[config.mk]
export PLATFORM = sky130hd
export DESIGN_NAME = console_line_editor_buffer_unit_flat
export DESIGN_NICKNAME = d
export VERILOG_FILES = /design/src/hdl/cleb_pkg.sv /design/src/hdl/cleb_in_if.sv /design/src/hdl/cleb_out_if.sv /design/src/hdl/console_line_editor_buffer_unit.sv /design/src/hdl/cleb_ram.sv /design/src/hdl/cleb_datapath.sv /design/src/hdl/cleb_ctrl.sv /design/src/flat_wrapper.sv
export SDC_FILE = /design/constraint.sdc
export NUM_CORES = 2
export LEC_CHECK = 0
export BUFFER_PORTS_ARGS = -buffer_cell sky130_fd_sc_hd__buf_2
export CELL_PAD_IN_SITES_DETAIL_PLACEMENT = 0
export CELL_PAD_IN_SITES_GLOBAL_PLACEMENT = 1
export CORE_UTILIZATION = 38
export DETAILED_ROUTE_END_ITERATION = 8
export PLACE_DENSITY = 0.66
export SETUP_SLACK_MARGIN = 0.2
export SYNTH_ARGS = -nofsm -noshare
export SYNTH_HDL_FRONTEND = slang
export SYNTH_SLANG_ARGS = --single-unit
export TNS_END_PERCENT = 1
[constraint.sdc]
create_clock -name i_clk -period 20.5 [get_ports i_clk]
set_input_delay 1.025 -clock i_clk [delete_from_list [all_inputs] [get_ports i_clk]]
set_output_delay 1.025 -clock i_clk [all_outputs]
set_load 0.01 [all_outputs]
[src/hdl/cleb_pkg.sv]
// Shared types and character codes for the console line editor buffer.
`default_nettype none
package cleb_pkg;

    localparam logic [7:0] CH_DEL = 8'h7f;
    localparam logic [7:0] CH_CR  = 8'h0d;
    localparam logic [7:0] CH_LF  = 8'h0a;
    localparam logic [7:0] CH_BS  = 8'h08;
    localparam logic [7:0] CH_SP  = 8'h20;
    localparam logic [7:0] CH_EOT = 8'h04;
    localparam logic [7:0] CH_ETX = 8'h03;
    localparam logic [7:0] CH_NUL = 8'h00;

    localparam logic OP_RECEIVE = 1'b0;
    localparam logic OP_READ    = 1'b1;

    typedef enum logic [2:0] {
        K_ECHO  = 3'd0,
        K_DATA  = 3'd1,
        K_EOF   = 3'd2,
        K_EMPTY = 3'd3,
        K_NONE  = 3'd4
    } t_kind;

    // where the byte of an emitted result comes from
    typedef enum logic [2:0] {
        SRC_ZERO  = 3'd0,
        SRC_ITEM  = 3'd1,
        SRC_BS    = 3'd2,
        SRC_SP    = 3'd3,
        SRC_CR    = 3'd4,
        SRC_RDATA = 3'd5,
        SRC_PEND  = 3'd6
    } t_src;

    typedef struct packed {
        logic  load;
        logic  rx_store;
        logic  rx_del;
        logic  rd_fetch;
        logic  rd_consume;
        logic  emit;
        t_kind kind;
        t_src  src;
        logic  last;
    } t_cmd;

    typedef struct packed {
        logic out_free;
        logic op;
        logic item_zero;
        logic item_del;
        logic item_lf;
        logic can_erase;
        logic full;
        logic n_zero;
        logic empty;
        logic rdata_ctl;
        logic rdata_lf;
        logic last_take;
        logic rd_next_cm;
    } t_stat;

endpackage
`default_nettype wire

[src/hdl/cleb_in_if.sv]
// Input channel: receive byte or read request, valid/ready handshake.
`default_nettype none
interface cleb_in_if;
    logic       valid;
    logic       ready;
    logic       operation;
    logic [7:0] rx_byte;
    logic [6:0] read_length;

    modport source (output valid, operation, rx_byte, read_length, input ready);
    modport sink   (input valid, operation, rx_byte, read_length, output ready);
endinterface
`default_nettype wire

[src/hdl/cleb_out_if.sv]
// Output channel: echo and read results, valid/ready handshake.
`default_nettype none
interface cleb_out_if;
    logic       valid;
    logic       ready;
    logic [2:0] kind;
    logic [7:0] out_byte;
    logic       last;

    modport source (output valid, kind, out_byte, last, input ready);
    modport sink   (input valid, kind, out_byte, last, output ready);
endinterface
`default_nettype wire

[src/hdl/console_line_editor_buffer_unit.sv]
// Console input ring buffer with line editing: top level.
//
// Channels: i_in carries one transaction per item, either a received byte
// (operation 0) or a read request of up to read_length bytes (operation 1).
// o_out carries the results: echo bytes, read data, end-of-input marks, an
// empty-buffer mark or a no-op mark; last is set on the final result of
// each item. Every item yields at least one result.
// Timing: an item is taken when the controller is idle. A plain received
// byte yields one echo, an LF two and an erase three (one result per cycle
// after dispatch while the output register is free). A read walks the line
// store through its registered read port and holds each data byte but the
// final one back as look-ahead until the next byte is fetched. An empty or
// zero-length read yields a single mark.
// Results leave through one output register; when the receiver stalls the
// controller waits on it, and the next item is accepted as soon as the
// last result of the current one is in that register.
// Reset clears the three ring pointers and the output valid; the line store
// is not cleared, as only written entries are ever read.
`default_nettype none
module console_line_editor_buffer_unit #(
    parameter int BUFFER_DEPTH = 512,
    parameter int MAX_READ     = 64
) (
    input  wire logic  i_clk,
    input  wire logic  i_rst_n,
    cleb_in_if.sink    i_in,
    cleb_out_if.source o_out
);
    import cleb_pkg::*;

    t_cmd  cmd;
    t_stat stat;
    logic  in_ready;

    cleb_ctrl u_ctrl (
        .i_clk      (i_clk),
        .i_rst_n    (i_rst_n),
        .i_in_valid (i_in.valid),
        .o_in_ready (in_ready),
        .i_stat     (stat),
        .o_cmd      (cmd)
    );

    cleb_datapath #(
        .BUFFER_DEPTH (BUFFER_DEPTH),
        .MAX_READ     (MAX_READ)
    ) u_datapath (
        .i_clk         (i_clk),
        .i_rst_n       (i_rst_n),
        .i_cmd         (cmd),
        .o_stat        (stat),
        .i_operation   (i_in.operation),
        .i_rx_byte     (i_in.rx_byte),
        .i_read_length (i_in.read_length),
        .o_out         (o_out)
    );

    assign i_in.ready = in_ready;
endmodule
`default_nettype wire

[src/hdl/cleb_ram.sv]
// Generic single-write, single-read RAM with registered read data.
`default_nettype none
module cleb_ram #(
    parameter int WIDTH = 8,
    parameter int DEPTH = 512
) (
    input  wire logic                     i_clk,
    input  wire logic                     i_we,
    input  wire logic [$clog2(DEPTH)-1:0] i_waddr,
    input  wire logic [WIDTH-1:0]         i_wdata,
    input  wire logic                     i_re,
    input  wire logic [$clog2(DEPTH)-1:0] i_raddr,
    output logic      [WIDTH-1:0]         o_rdata
);
    logic [WIDTH-1:0] r_mem [DEPTH];
    logic [WIDTH-1:0] r_rdata;

    always_ff @(posedge i_clk) begin
        if (i_we) begin
            r_mem[i_waddr] <= i_wdata;
        end
        if (i_re) begin
            r_rdata <= r_mem[i_raddr];
        end
    end

    assign o_rdata = r_rdata;
endmodule
`default_nettype wire

[src/hdl/cleb_datapath.sv]
// Datapath: ring pointers, line store, read bookkeeping and output register.
`default_nettype none
module cleb_datapath #(
    parameter int BUFFER_DEPTH = 512,
    parameter int MAX_READ     = 64
) (
    input  wire logic           i_clk,
    input  wire logic           i_rst_n,
    input  cleb_pkg::t_cmd      i_cmd,
    output cleb_pkg::t_stat     o_stat,
    input  wire logic           i_operation,
    input  wire logic [7:0]     i_rx_byte,
    input  wire logic [6:0]     i_read_length,
    cleb_out_if.source          o_out
);
    import cleb_pkg::*;

    localparam int AW = $clog2(BUFFER_DEPTH);
    localparam logic [AW-1:0] LastIdx = AW'(BUFFER_DEPTH - 1);
    localparam logic [6:0] MaxLen = 7'(MAX_READ);

    // pointers: store index plus a wrap bit, i.e. modulo twice the depth
    logic [AW-1:0] r_rd_idx, r_cm_idx, r_ed_idx;
    logic          r_rd_wrap, r_cm_wrap, r_ed_wrap;
    logic          r_op;
    logic [7:0]    r_byte;
    logic [6:0]    r_len;
    logic [6:0]    r_taken;
    logic [7:0]    r_pend;
    logic          r_out_valid;
    logic [2:0]    r_out_kind;
    logic [7:0]    r_out_byte;
    logic          r_out_last;

    logic [AW-1:0] ed_inc_idx, ed_dec_idx, rd_inc_idx;
    logic          ed_inc_wrap, ed_dec_wrap, rd_inc_wrap;
    logic [7:0]    item_c;
    logic [7:0]    rdata;
    logic [7:0]    emit_byte;
    logic [6:0]    len_cap;
    logic          out_free;
    logic          item_commit;
    logic          full, full_after;

    always_comb begin
        ed_inc_idx  = (r_ed_idx == LastIdx) ? '0 : r_ed_idx + 1'b1;
        ed_inc_wrap = (r_ed_idx == LastIdx) ? ~r_ed_wrap : r_ed_wrap;
        ed_dec_idx  = (r_ed_idx == '0) ? LastIdx : r_ed_idx - 1'b1;
        ed_dec_wrap = (r_ed_idx == '0) ? ~r_ed_wrap : r_ed_wrap;
        rd_inc_idx  = (r_rd_idx == LastIdx) ? '0 : r_rd_idx + 1'b1;
        rd_inc_wrap = (r_rd_idx == LastIdx) ? ~r_rd_wrap : r_rd_wrap;
    end

    assign item_c      = (r_byte == CH_CR) ? CH_LF : r_byte;
    assign full        = (r_ed_idx == r_rd_idx) && (r_ed_wrap != r_rd_wrap);
    assign full_after  = (ed_inc_idx == r_rd_idx) && (ed_inc_wrap != r_rd_wrap);
    assign item_commit = (item_c == CH_LF) || (item_c == CH_EOT) || (item_c == CH_ETX)
                         || full_after;
    assign len_cap     = (i_read_length > MaxLen) ? MaxLen : i_read_length;
    assign out_free    = !r_out_valid || o_out.ready;

    cleb_ram #(
        .WIDTH (8),
        .DEPTH (BUFFER_DEPTH)
    ) u_store (
        .i_clk   (i_clk),
        .i_we    (i_cmd.rx_store),
        .i_waddr (r_ed_idx),
        .i_wdata (item_c),
        .i_re    (i_cmd.rd_fetch),
        .i_raddr (r_rd_idx),
        .o_rdata (rdata)
    );

    always_comb begin
        o_stat.out_free   = out_free;
        o_stat.op         = r_op;
        o_stat.item_zero  = (r_byte == CH_NUL);
        o_stat.item_del   = (r_byte == CH_DEL);
        o_stat.item_lf    = (item_c == CH_LF);
        o_stat.can_erase  = (r_ed_idx != r_cm_idx) || (r_ed_wrap != r_cm_wrap);
        o_stat.full       = full;
        o_stat.n_zero     = (r_len == '0);
        o_stat.empty      = (r_rd_idx == r_cm_idx) && (r_rd_wrap == r_cm_wrap);
        o_stat.rdata_ctl  = (rdata == CH_EOT) || (rdata == CH_ETX);
        o_stat.rdata_lf   = (rdata == CH_LF);
        o_stat.last_take  = ((r_taken + 7'd1) == r_len);
        o_stat.rd_next_cm = (rd_inc_idx == r_cm_idx) && (rd_inc_wrap == r_cm_wrap);
    end

    always_comb begin
        case (i_cmd.src)
            SRC_ZERO:  emit_byte = CH_NUL;
            SRC_ITEM:  emit_byte = item_c;
            SRC_BS:    emit_byte = CH_BS;
            SRC_SP:    emit_byte = CH_SP;
            SRC_CR:    emit_byte = CH_CR;
            SRC_RDATA: emit_byte = rdata;
            SRC_PEND:  emit_byte = r_pend;
            default:   emit_byte = CH_NUL;
        endcase
    end

    // control state
    always_ff @(posedge i_clk) begin
        if (!i_rst_n) begin
            r_rd_idx    <= '0;
            r_rd_wrap   <= 1'b0;
            r_cm_idx    <= '0;
            r_cm_wrap   <= 1'b0;
            r_ed_idx    <= '0;
            r_ed_wrap   <= 1'b0;
            r_out_valid <= 1'b0;
        end else begin
            if (i_cmd.rx_store) begin
                r_ed_idx  <= ed_inc_idx;
                r_ed_wrap <= ed_inc_wrap;
                if (item_commit) begin
                    r_cm_idx  <= ed_inc_idx;
                    r_cm_wrap <= ed_inc_wrap;
                end
            end else if (i_cmd.rx_del) begin
                r_ed_idx  <= ed_dec_idx;
                r_ed_wrap <= ed_dec_wrap;
            end
            if (i_cmd.rd_consume) begin
                r_rd_idx  <= rd_inc_idx;
                r_rd_wrap <= rd_inc_wrap;
            end
            if (i_cmd.emit) begin
                r_out_valid <= 1'b1;
            end else if (o_out.ready) begin
                r_out_valid <= 1'b0;
            end
        end
    end

    // payload registers
    always_ff @(posedge i_clk) begin
        if (i_cmd.load) begin
            r_op    <= i_operation;
            r_byte  <= i_rx_byte;
            r_len   <= len_cap;
            r_taken <= '0;
        end else if (i_cmd.rd_consume) begin
            r_taken <= r_taken + 7'd1;
        end
        if (i_cmd.rd_consume) begin
            r_pend <= rdata;
        end
        if (i_cmd.emit) begin
            r_out_kind <= i_cmd.kind;
            r_out_byte <= emit_byte;
            r_out_last <= i_cmd.last;
        end
    end

    assign o_out.valid    = r_out_valid;
    assign o_out.kind     = r_out_kind;
    assign o_out.out_byte = r_out_byte;
    assign o_out.last     = r_out_last;

    a_emit_free: assert property (@(posedge i_clk) disable iff (!i_rst_n)
        i_cmd.emit |-> out_free)
        else $error("result emitted over an untaken transaction");
    a_del_room: assert property (@(posedge i_clk) disable iff (!i_rst_n)
        i_cmd.rx_del |-> o_stat.can_erase)
        else $error("erase past the commit pointer");
    a_store_room: assert property (@(posedge i_clk) disable iff (!i_rst_n)
        i_cmd.rx_store |-> !full)
        else $error("store into a full buffer");
    a_consume_data: assert property (@(posedge i_clk) disable iff (!i_rst_n)
        i_cmd.rd_consume |-> !o_stat.empty)
        else $error("read beyond the commit pointer");
endmodule
`default_nettype wire

[src/hdl/cleb_ctrl.sv]
// Controller: sequences receive edits, echoes and read walks.
`default_nettype none
module cleb_ctrl (
    input  wire logic       i_clk,
    input  wire logic       i_rst_n,
    input  wire logic       i_in_valid,
    output logic            o_in_ready,
    input  cleb_pkg::t_stat i_stat,
    output cleb_pkg::t_cmd  o_cmd
);
    import cleb_pkg::*;

    typedef enum logic [8:0] {
        S_IDLE     = 9'b000000001,
        S_DISPATCH = 9'b000000010,
        S_DEL_SP   = 9'b000000100,
        S_DEL_BS   = 9'b000001000,
        S_ECHO_CR  = 9'b000010000,
        S_FETCH    = 9'b000100000,
        S_EXAM     = 9'b001000000,
        S_FETCH_P  = 9'b010000000,
        S_EXAM_P   = 9'b100000000
    } t_state;

    t_state r_state, n_state;

    always_ff @(posedge i_clk) begin
        if (!i_rst_n) begin
            r_state <= S_IDLE;
        end else begin
            r_state <= n_state;
        end
    end

    assign o_in_ready = (r_state == S_IDLE);

    always_comb begin
        n_state = r_state;
        o_cmd   = '0;
        o_cmd.kind = K_NONE;
        o_cmd.src  = SRC_ZERO;
        case (r_state)
            S_IDLE: begin
                if (i_in_valid) begin
                    o_cmd.load = 1'b1;
                    n_state    = S_DISPATCH;
                end
            end
            S_DISPATCH: begin
                if (i_stat.op == OP_RECEIVE) begin
                    if (i_stat.item_zero || (i_stat.item_del && !i_stat.can_erase)
                        || (!i_stat.item_del && i_stat.full)) begin
                        if (i_stat.out_free) begin
                            o_cmd.emit = 1'b1;
                            o_cmd.last = 1'b1;
                            n_state    = S_IDLE;
                        end
                    end else if (i_stat.item_del) begin
                        if (i_stat.out_free) begin
                            o_cmd.rx_del = 1'b1;
                            o_cmd.emit   = 1'b1;
                            o_cmd.kind   = K_ECHO;
                            o_cmd.src    = SRC_BS;
                            n_state      = S_DEL_SP;
                        end
                    end else if (i_stat.out_free) begin
                        o_cmd.rx_store = 1'b1;
                        o_cmd.emit     = 1'b1;
                        o_cmd.kind     = K_ECHO;
                        o_cmd.src      = SRC_ITEM;
                        o_cmd.last     = !i_stat.item_lf;
                        n_state        = i_stat.item_lf ? S_ECHO_CR : S_IDLE;
                    end
                end else if (i_stat.n_zero || i_stat.empty) begin
                    if (i_stat.out_free) begin
                        o_cmd.emit = 1'b1;
                        o_cmd.kind = i_stat.n_zero ? K_NONE : K_EMPTY;
                        o_cmd.last = 1'b1;
                        n_state    = S_IDLE;
                    end
                end else begin
                    n_state = S_FETCH;
                end
            end
            S_DEL_SP: begin
                if (i_stat.out_free) begin
                    o_cmd.emit = 1'b1;
                    o_cmd.kind = K_ECHO;
                    o_cmd.src  = SRC_SP;
                    n_state    = S_DEL_BS;
                end
            end
            S_DEL_BS: begin
                if (i_stat.out_free) begin
                    o_cmd.emit = 1'b1;
                    o_cmd.kind = K_ECHO;
                    o_cmd.src  = SRC_BS;
                    o_cmd.last = 1'b1;
                    n_state    = S_IDLE;
                end
            end
            S_ECHO_CR: begin
                if (i_stat.out_free) begin
                    o_cmd.emit = 1'b1;
                    o_cmd.kind = K_ECHO;
                    o_cmd.src  = SRC_CR;
                    o_cmd.last = 1'b1;
                    n_state    = S_IDLE;
                end
            end
            S_FETCH: begin
                o_cmd.rd_fetch = 1'b1;
                n_state        = S_EXAM;
            end
            S_FETCH_P: begin
                o_cmd.rd_fetch = 1'b1;
                n_state        = S_EXAM_P;
            end
            S_EXAM: begin
                // nothing held back here; a control code opens the read
                if (i_stat.rdata_ctl) begin
                    if (i_stat.out_free) begin
                        o_cmd.rd_consume = 1'b1;
                        o_cmd.emit       = 1'b1;
                        o_cmd.kind       = K_EOF;
                        o_cmd.src        = SRC_RDATA;
                        o_cmd.last       = 1'b1;
                        n_state          = S_IDLE;
                    end
                end else if (i_stat.rdata_lf || i_stat.last_take || i_stat.rd_next_cm) begin
                    if (i_stat.out_free) begin
                        o_cmd.rd_consume = 1'b1;
                        o_cmd.emit       = 1'b1;
                        o_cmd.kind       = K_DATA;
                        o_cmd.src        = SRC_RDATA;
                        o_cmd.last       = 1'b1;
                        n_state          = S_IDLE;
                    end
                end else begin
                    // hold the byte back until the next one shows it is not the last
                    o_cmd.rd_consume = 1'b1;
                    n_state          = S_FETCH_P;
                end
            end
            S_EXAM_P: begin
                if (i_stat.out_free) begin
                    o_cmd.emit = 1'b1;
                    o_cmd.kind = K_DATA;
                    o_cmd.src  = SRC_PEND;
                    o_cmd.last = i_stat.rdata_ctl;
                    n_state    = i_stat.rdata_ctl ? S_IDLE : S_EXAM;
                end
            end
            default: begin
                n_state = S_IDLE;
            end
        endcase
    end
endmodule
`default_nettype wire

[src/flat_wrapper.sv]
// flat-port wrapper written by rule: the top's interface ports become plain ports
module console_line_editor_buffer_unit_flat import cleb_pkg::*;
#(
    parameter int BUFFER_DEPTH = 512,
    parameter int MAX_READ     = 64
)
  (i_clk, i_rst_n, i_in_valid, i_in_operation, i_in_rx_byte, i_in_read_length, i_in_ready, o_out_valid, o_out_kind, o_out_out_byte, o_out_last, o_out_ready);
  cleb_in_if i_in_i ();
  cleb_out_if o_out_i ();
  input  wire logic i_clk;
  input  wire logic i_rst_n;
  input wire logic [$bits(i_in_i.valid)-1:0] i_in_valid;
  input wire logic [$bits(i_in_i.operation)-1:0] i_in_operation;
  input wire logic [$bits(i_in_i.rx_byte)-1:0] i_in_rx_byte;
  input wire logic [$bits(i_in_i.read_length)-1:0] i_in_read_length;
  output wire logic [$bits(i_in_i.ready)-1:0] i_in_ready;
  output wire logic [$bits(o_out_i.valid)-1:0] o_out_valid;
  output wire logic [$bits(o_out_i.kind)-1:0] o_out_kind;
  output wire logic [$bits(o_out_i.out_byte)-1:0] o_out_out_byte;
  output wire logic [$bits(o_out_i.last)-1:0] o_out_last;
  input wire logic [$bits(o_out_i.ready)-1:0] o_out_ready;
  assign i_in_i.valid = i_in_valid;
  assign i_in_i.operation = i_in_operation;
  assign i_in_i.rx_byte = i_in_rx_byte;
  assign i_in_i.read_length = i_in_read_length;
  assign i_in_ready = i_in_i.ready;
  assign o_out_valid = o_out_i.valid;
  assign o_out_kind = o_out_i.kind;
  assign o_out_out_byte = o_out_i.out_byte;
  assign o_out_last = o_out_i.last;
  assign o_out_i.ready = o_out_ready;
  console_line_editor_buffer_unit #(.BUFFER_DEPTH(BUFFER_DEPTH), .MAX_READ(MAX_READ)) u_core (.i_clk(i_clk), .i_rst_n(i_rst_n), .i_in(i_in_i), .o_out(o_out_i));
endmodule
==> impl_results.md <==
- Routability cong.: 0.827
- Final WL: 465000 µm
- DP HPWL: 274000 µm
- Comb pwr share: 2.8%
- Final Util: 42.8%
- Row cnt: 241
- Setup bufs post-CTS: 0
- Clock power share: 42.9%
- CTS tree: done
- Post-synthesis mux area share: 14.7%
- Initial core utilization: 38.2%
- Cell variety after synth: 84
- Max transition margin: -8.66%
- Lkg Pwr: 54.7 nW
- Switch share: 21.0%
- Hold Crit Endpoint: u_core.u_datapath.r_op
- Clk_lat worst skew: 1.00 ns
- Synthesis warning total: 0
- Clock sink total: 4187
- Hold crit path type: in -> reg
- FF-to-FF Start: u_core.u_datapath.r_rd_idx[0]
- Post-route minimum period: 6.74 ns
- Area of the multi-input gates: 36600 µm²
- Placed inst area: 171000 µm²
- IO Count: 34
- Total number of vias: 83986
- HP Start: i_in_operation
- Final Hold Vio Count: 0
- H-tree levels: 5
- Die Y: 660 µm
- Synth area leaders: edfxtp_1 (76%), mux4_2 (12%), mux2i_1 (2.6%), nor2_1 (1.4%), a22oi_1 (0.86%)
- Adder-cell area share of the yosys netlist: 0.0685%
- R2R setup slack: 13.76 ns
- Ys async rst share: 0%
- Fin crit share: 32.9%
- Main flop type after synthesis: edfxtp_1
- Synth top area share: 75.6%
- Clock transition at path regs: 0.07 ns
- Hold path depth: 1
- GRT Util Overall: 21.0%
- Post-Synth Simple-Gate Area: 2.88%
- Setup Viol. Count Final: 0
- Worst-Margin Slew: 1.63 ns
- Sequential-to-total area share from yosys stat: 76.2%
- Antenna violation net count after detailed routing: 0
- Fmax: 0.148 GHz
- Cells along the critical path: buf_12, buf_12, buf_4, buf_4, mux4_2, a22o_1, a221oi_1, o22ai_1, nor4_1, o221ai_1, o31a_1
- DR pass1 iterations: 6
- Max Slew Vio Count: 76
- Die W: 660 µm
- Synth Area in XOR/XNOR: 0.336%
- Hold-fix buffers, CTS: 0
- CP required: 21.22 ns
- Finished layout cell area: 185000 µm²
- Flop pwr share: 54.4%
- Largest net degree at the start of global routing: 230
- PwrDens: 96.3 nW/µm²
- Failing checks: max-slew violations
- Layout Cells excl Fill: 14326
- Reg2Reg Depth: 11
- RSZ-0062 raised after global routing: false
- Synthesis-to-layout area growth: 12.3%
- Critical path class: reg -> reg
- Synth Instances: 8136
- Critical Path End Type: flip-flop
- Mapped Area: 164000 µm²
- Number of buffers created by CTS: 420
- Setup Skew: 0.0623 ns
- Status: finished, violations left
- Total Negative Setup Slacks: 0 ns
- Global-route wire length before repair: 652000 µm
- Grt total ovfl: 0
- Die area: 435000 µm²
- Power Internal: 14.1 mW
- Largest family of logic cells by synthesized area: multiplexers
- Fill cells: 36605
- Drc violations: 0
- Synth Area in Compound Gates: 3.99%
- Peak supply drop: 0.0660 mV
- Vias in the first global route: 83379
- Number of enable flip-flop cells after synthesis: 4140
- Avg WL per Cell: 32.4 µm
- Placed insts: 13549
- Syn Nets: 8165
- CP Launch Type: flip-flop
- Core Box Area: 431000 µm²
- Initial antenna violation count: 19
- Flops & latches, synth: 4187
- Initial drt markers: 10504
- Fin nets: 8290
- Yosys top cell by area: edfxtp_1
- CP max stage delay: 0.95 ns
- CTS max path bufs: 4
- Buffers on Ports: 33
- Critical path arrival: 7.46 ns
- Max-Cap Viols: 0
- Avg Cell Area, Syn: 20.2 µm²
- Worst-path fanout max: 85
- Sw Pwr: 3.73 mW
- Sequential Area: 125000 µm²
- Routed vias/inst: 5.86
- Reg-to-Reg End: u_core.u_datapath.u_store.o_rdata[3]
- Layout cell share with drive strength beyond 1: 20.9%
- Post_cts resized: 0
- Critical Path Slowest Stage Cell: dfxtp_4
- Clk root buf: clkbuf_16
==> routing by layer <==
layer,vias to the layer above,global-route usage (%),wire [µm]
met3,741,4.65,43600
met2,4059,32.8,216000
met1,45107,29.2,188000
met5,-,0,54
met4,8,7.11,17400
li1,34071,-,-
==> state kept, by name, summed over array words and instances (netlist names) <==
name                               flops
u_core.u_datapath.r_cm_idx             9
u_core.u_datapath.r_pend               8
u_core.u_datapath.r_cm_wrap            1
u_core.u_datapath.o_out.last           1
u_core.u_datapath.r_len                7
u_core.u_datapath.r_ed_wrap            1
u_core.u_datapath.r_rd_wrap            1
u_core.u_datapath.o_out.out_byte       8
u_core.u_datapath.r_byte               8
u_core.u_datapath.r_taken              7
u_core.u_datapath.u_store.o_rdata      8
u_core.u_datapath.r_op                 1
u_core.u_datapath.r_rd_idx             9
u_core.u_datapath.o_out.kind           3
u_core.u_ctrl.r_state                  9
u_core.u_datapath.u_store.r_mem     4096
u_core.u_datapath.r_ed_idx             9
u_core.u_datapath.o_out.valid          1
==> through the flow <==
step           setup slack (ns)  power, mW  hold slack [ns]
2_1_floorplan              5.38       10.3            0.451
3_3_place_gp              13.74       10.3            0.481
3_5_place_dp              13.66       10.3            0.501
4_1_cts                   13.62       17.9            0.151
5_1_grt                   13.30       18.2            0.193
6_report                  13.76       17.8            0.229
==> logic make-up (layout without fill, tap and decap cells) <==
family | after synthesis | in the layout
flops | 4187 | 4187
mux | 1328 | 1328
simple gates | 1066 | 1066
compound gates | 925 | 925
buf+inv | 558 | 1031
xor+xnor | 63 | 63
fa+ha+maj | 9 | 9
other cells | 0 | 7
==> cell usage in the layout (no fill, tap or decap), drive strengths merged, types with 54 or more instances in the layout <==
| cell type | instances |
|---|---|
| clkbuf | 519 |
| nand2 | 181 |
| mux2i | 432 |
| clkinv | 180 |
| nor2 | 604 |
| a221oi | 123 |
| mux4 | 872 |
| a22oi | 189 |
| edfxtp | 4140 |
| nand3 | 55 |
| nor3 | 54 |
| a21oi | 191 |
| o21ai | 113 |
| buf | 235 |
==> cell type report <==
| cell class | count | area share, % |
|---|---|---|
| tap | 5710 | 3.87 |
| clock buffer | 519 | 5.99 |
| inverter | 26 | 0.0597 |
| timing repair buffer | 235 | 1.02 |
| sequential | 4187 | 67.9 |
| antenna | 7 | 0.00949 |
| clock inverter | 251 | 1.35 |
| multi-input combinational | 3391 | 19.8 |
==> power by group through the flow <==
stage	registers, mW	clock network, mW	logic (mW)
global placement	9.84	0	0.466
finish	9.66	7.62	0.496
floorplan	10.0	0	0.220
detailed placement	9.84	0	0.501
CTS	9.66	7.72	0.500
global route	9.66	8.03	0.529
==> worst max path at each step <==
stage	startpoint	end	cells past startpoint
after floorplan	u_core.u_datapath.r_byte[6]	u_core.u_datapath.u_store.r_mem[0][0]	4
after global placement	u_core.u_datapath.r_rd_idx[0]	u_core.u_datapath.u_store.o_rdata[6]	11
after detailed placement	u_core.u_datapath.r_rd_idx[0]	u_core.u_datapath.u_store.o_rdata[3]	11
after CTS	u_core.u_datapath.r_rd_idx[0]	u_core.u_datapath.u_store.o_rdata[3]	11
after global routing	u_core.u_datapath.r_rd_idx[0]	u_core.u_datapath.u_store.o_rdata[3]	11
final	u_core.u_datapath.r_rd_idx[0]	u_core.u_datapath.u_store.o_rdata[3]	11
==> cells in the mapped netlist (19+ instances only) <==
cell type	number
a211oi_1	22
a21oi_1	191
a221o_1	47
a221oi_1	123
a22o_1	22
a22oi_1	189
a31oi_1	29
buf_1	34
buf_2	110
buf_4	78
buf_6	48
clkbuf_1	258
dfxtp_1	47
edfxtp_1	4140
inv_1	23
mux2_2	24
mux2i_1	432
mux4_2	872
nand2_1	171
nand2b_1	21
nand3_1	55
nor2_1	604
nor2b_1	31
nor3_1	51
nor4_1	26
o211ai_1	23
o21ai_0	112
o221ai_1	19
o22ai_1	24
o31ai_1	42
xnor2_1	38
xor2_1	25
==> critical path, delay by kind of cell (launching register included) <==
family / cells / cell delay [ns]
mux: 1 / 0.60
flops: 1 / 0.95
simple gates: 1 / 0.50
compound gates: 5 / 1.35
buf+inv: 4 / 2.73
(Power assumes the default switching activity.)
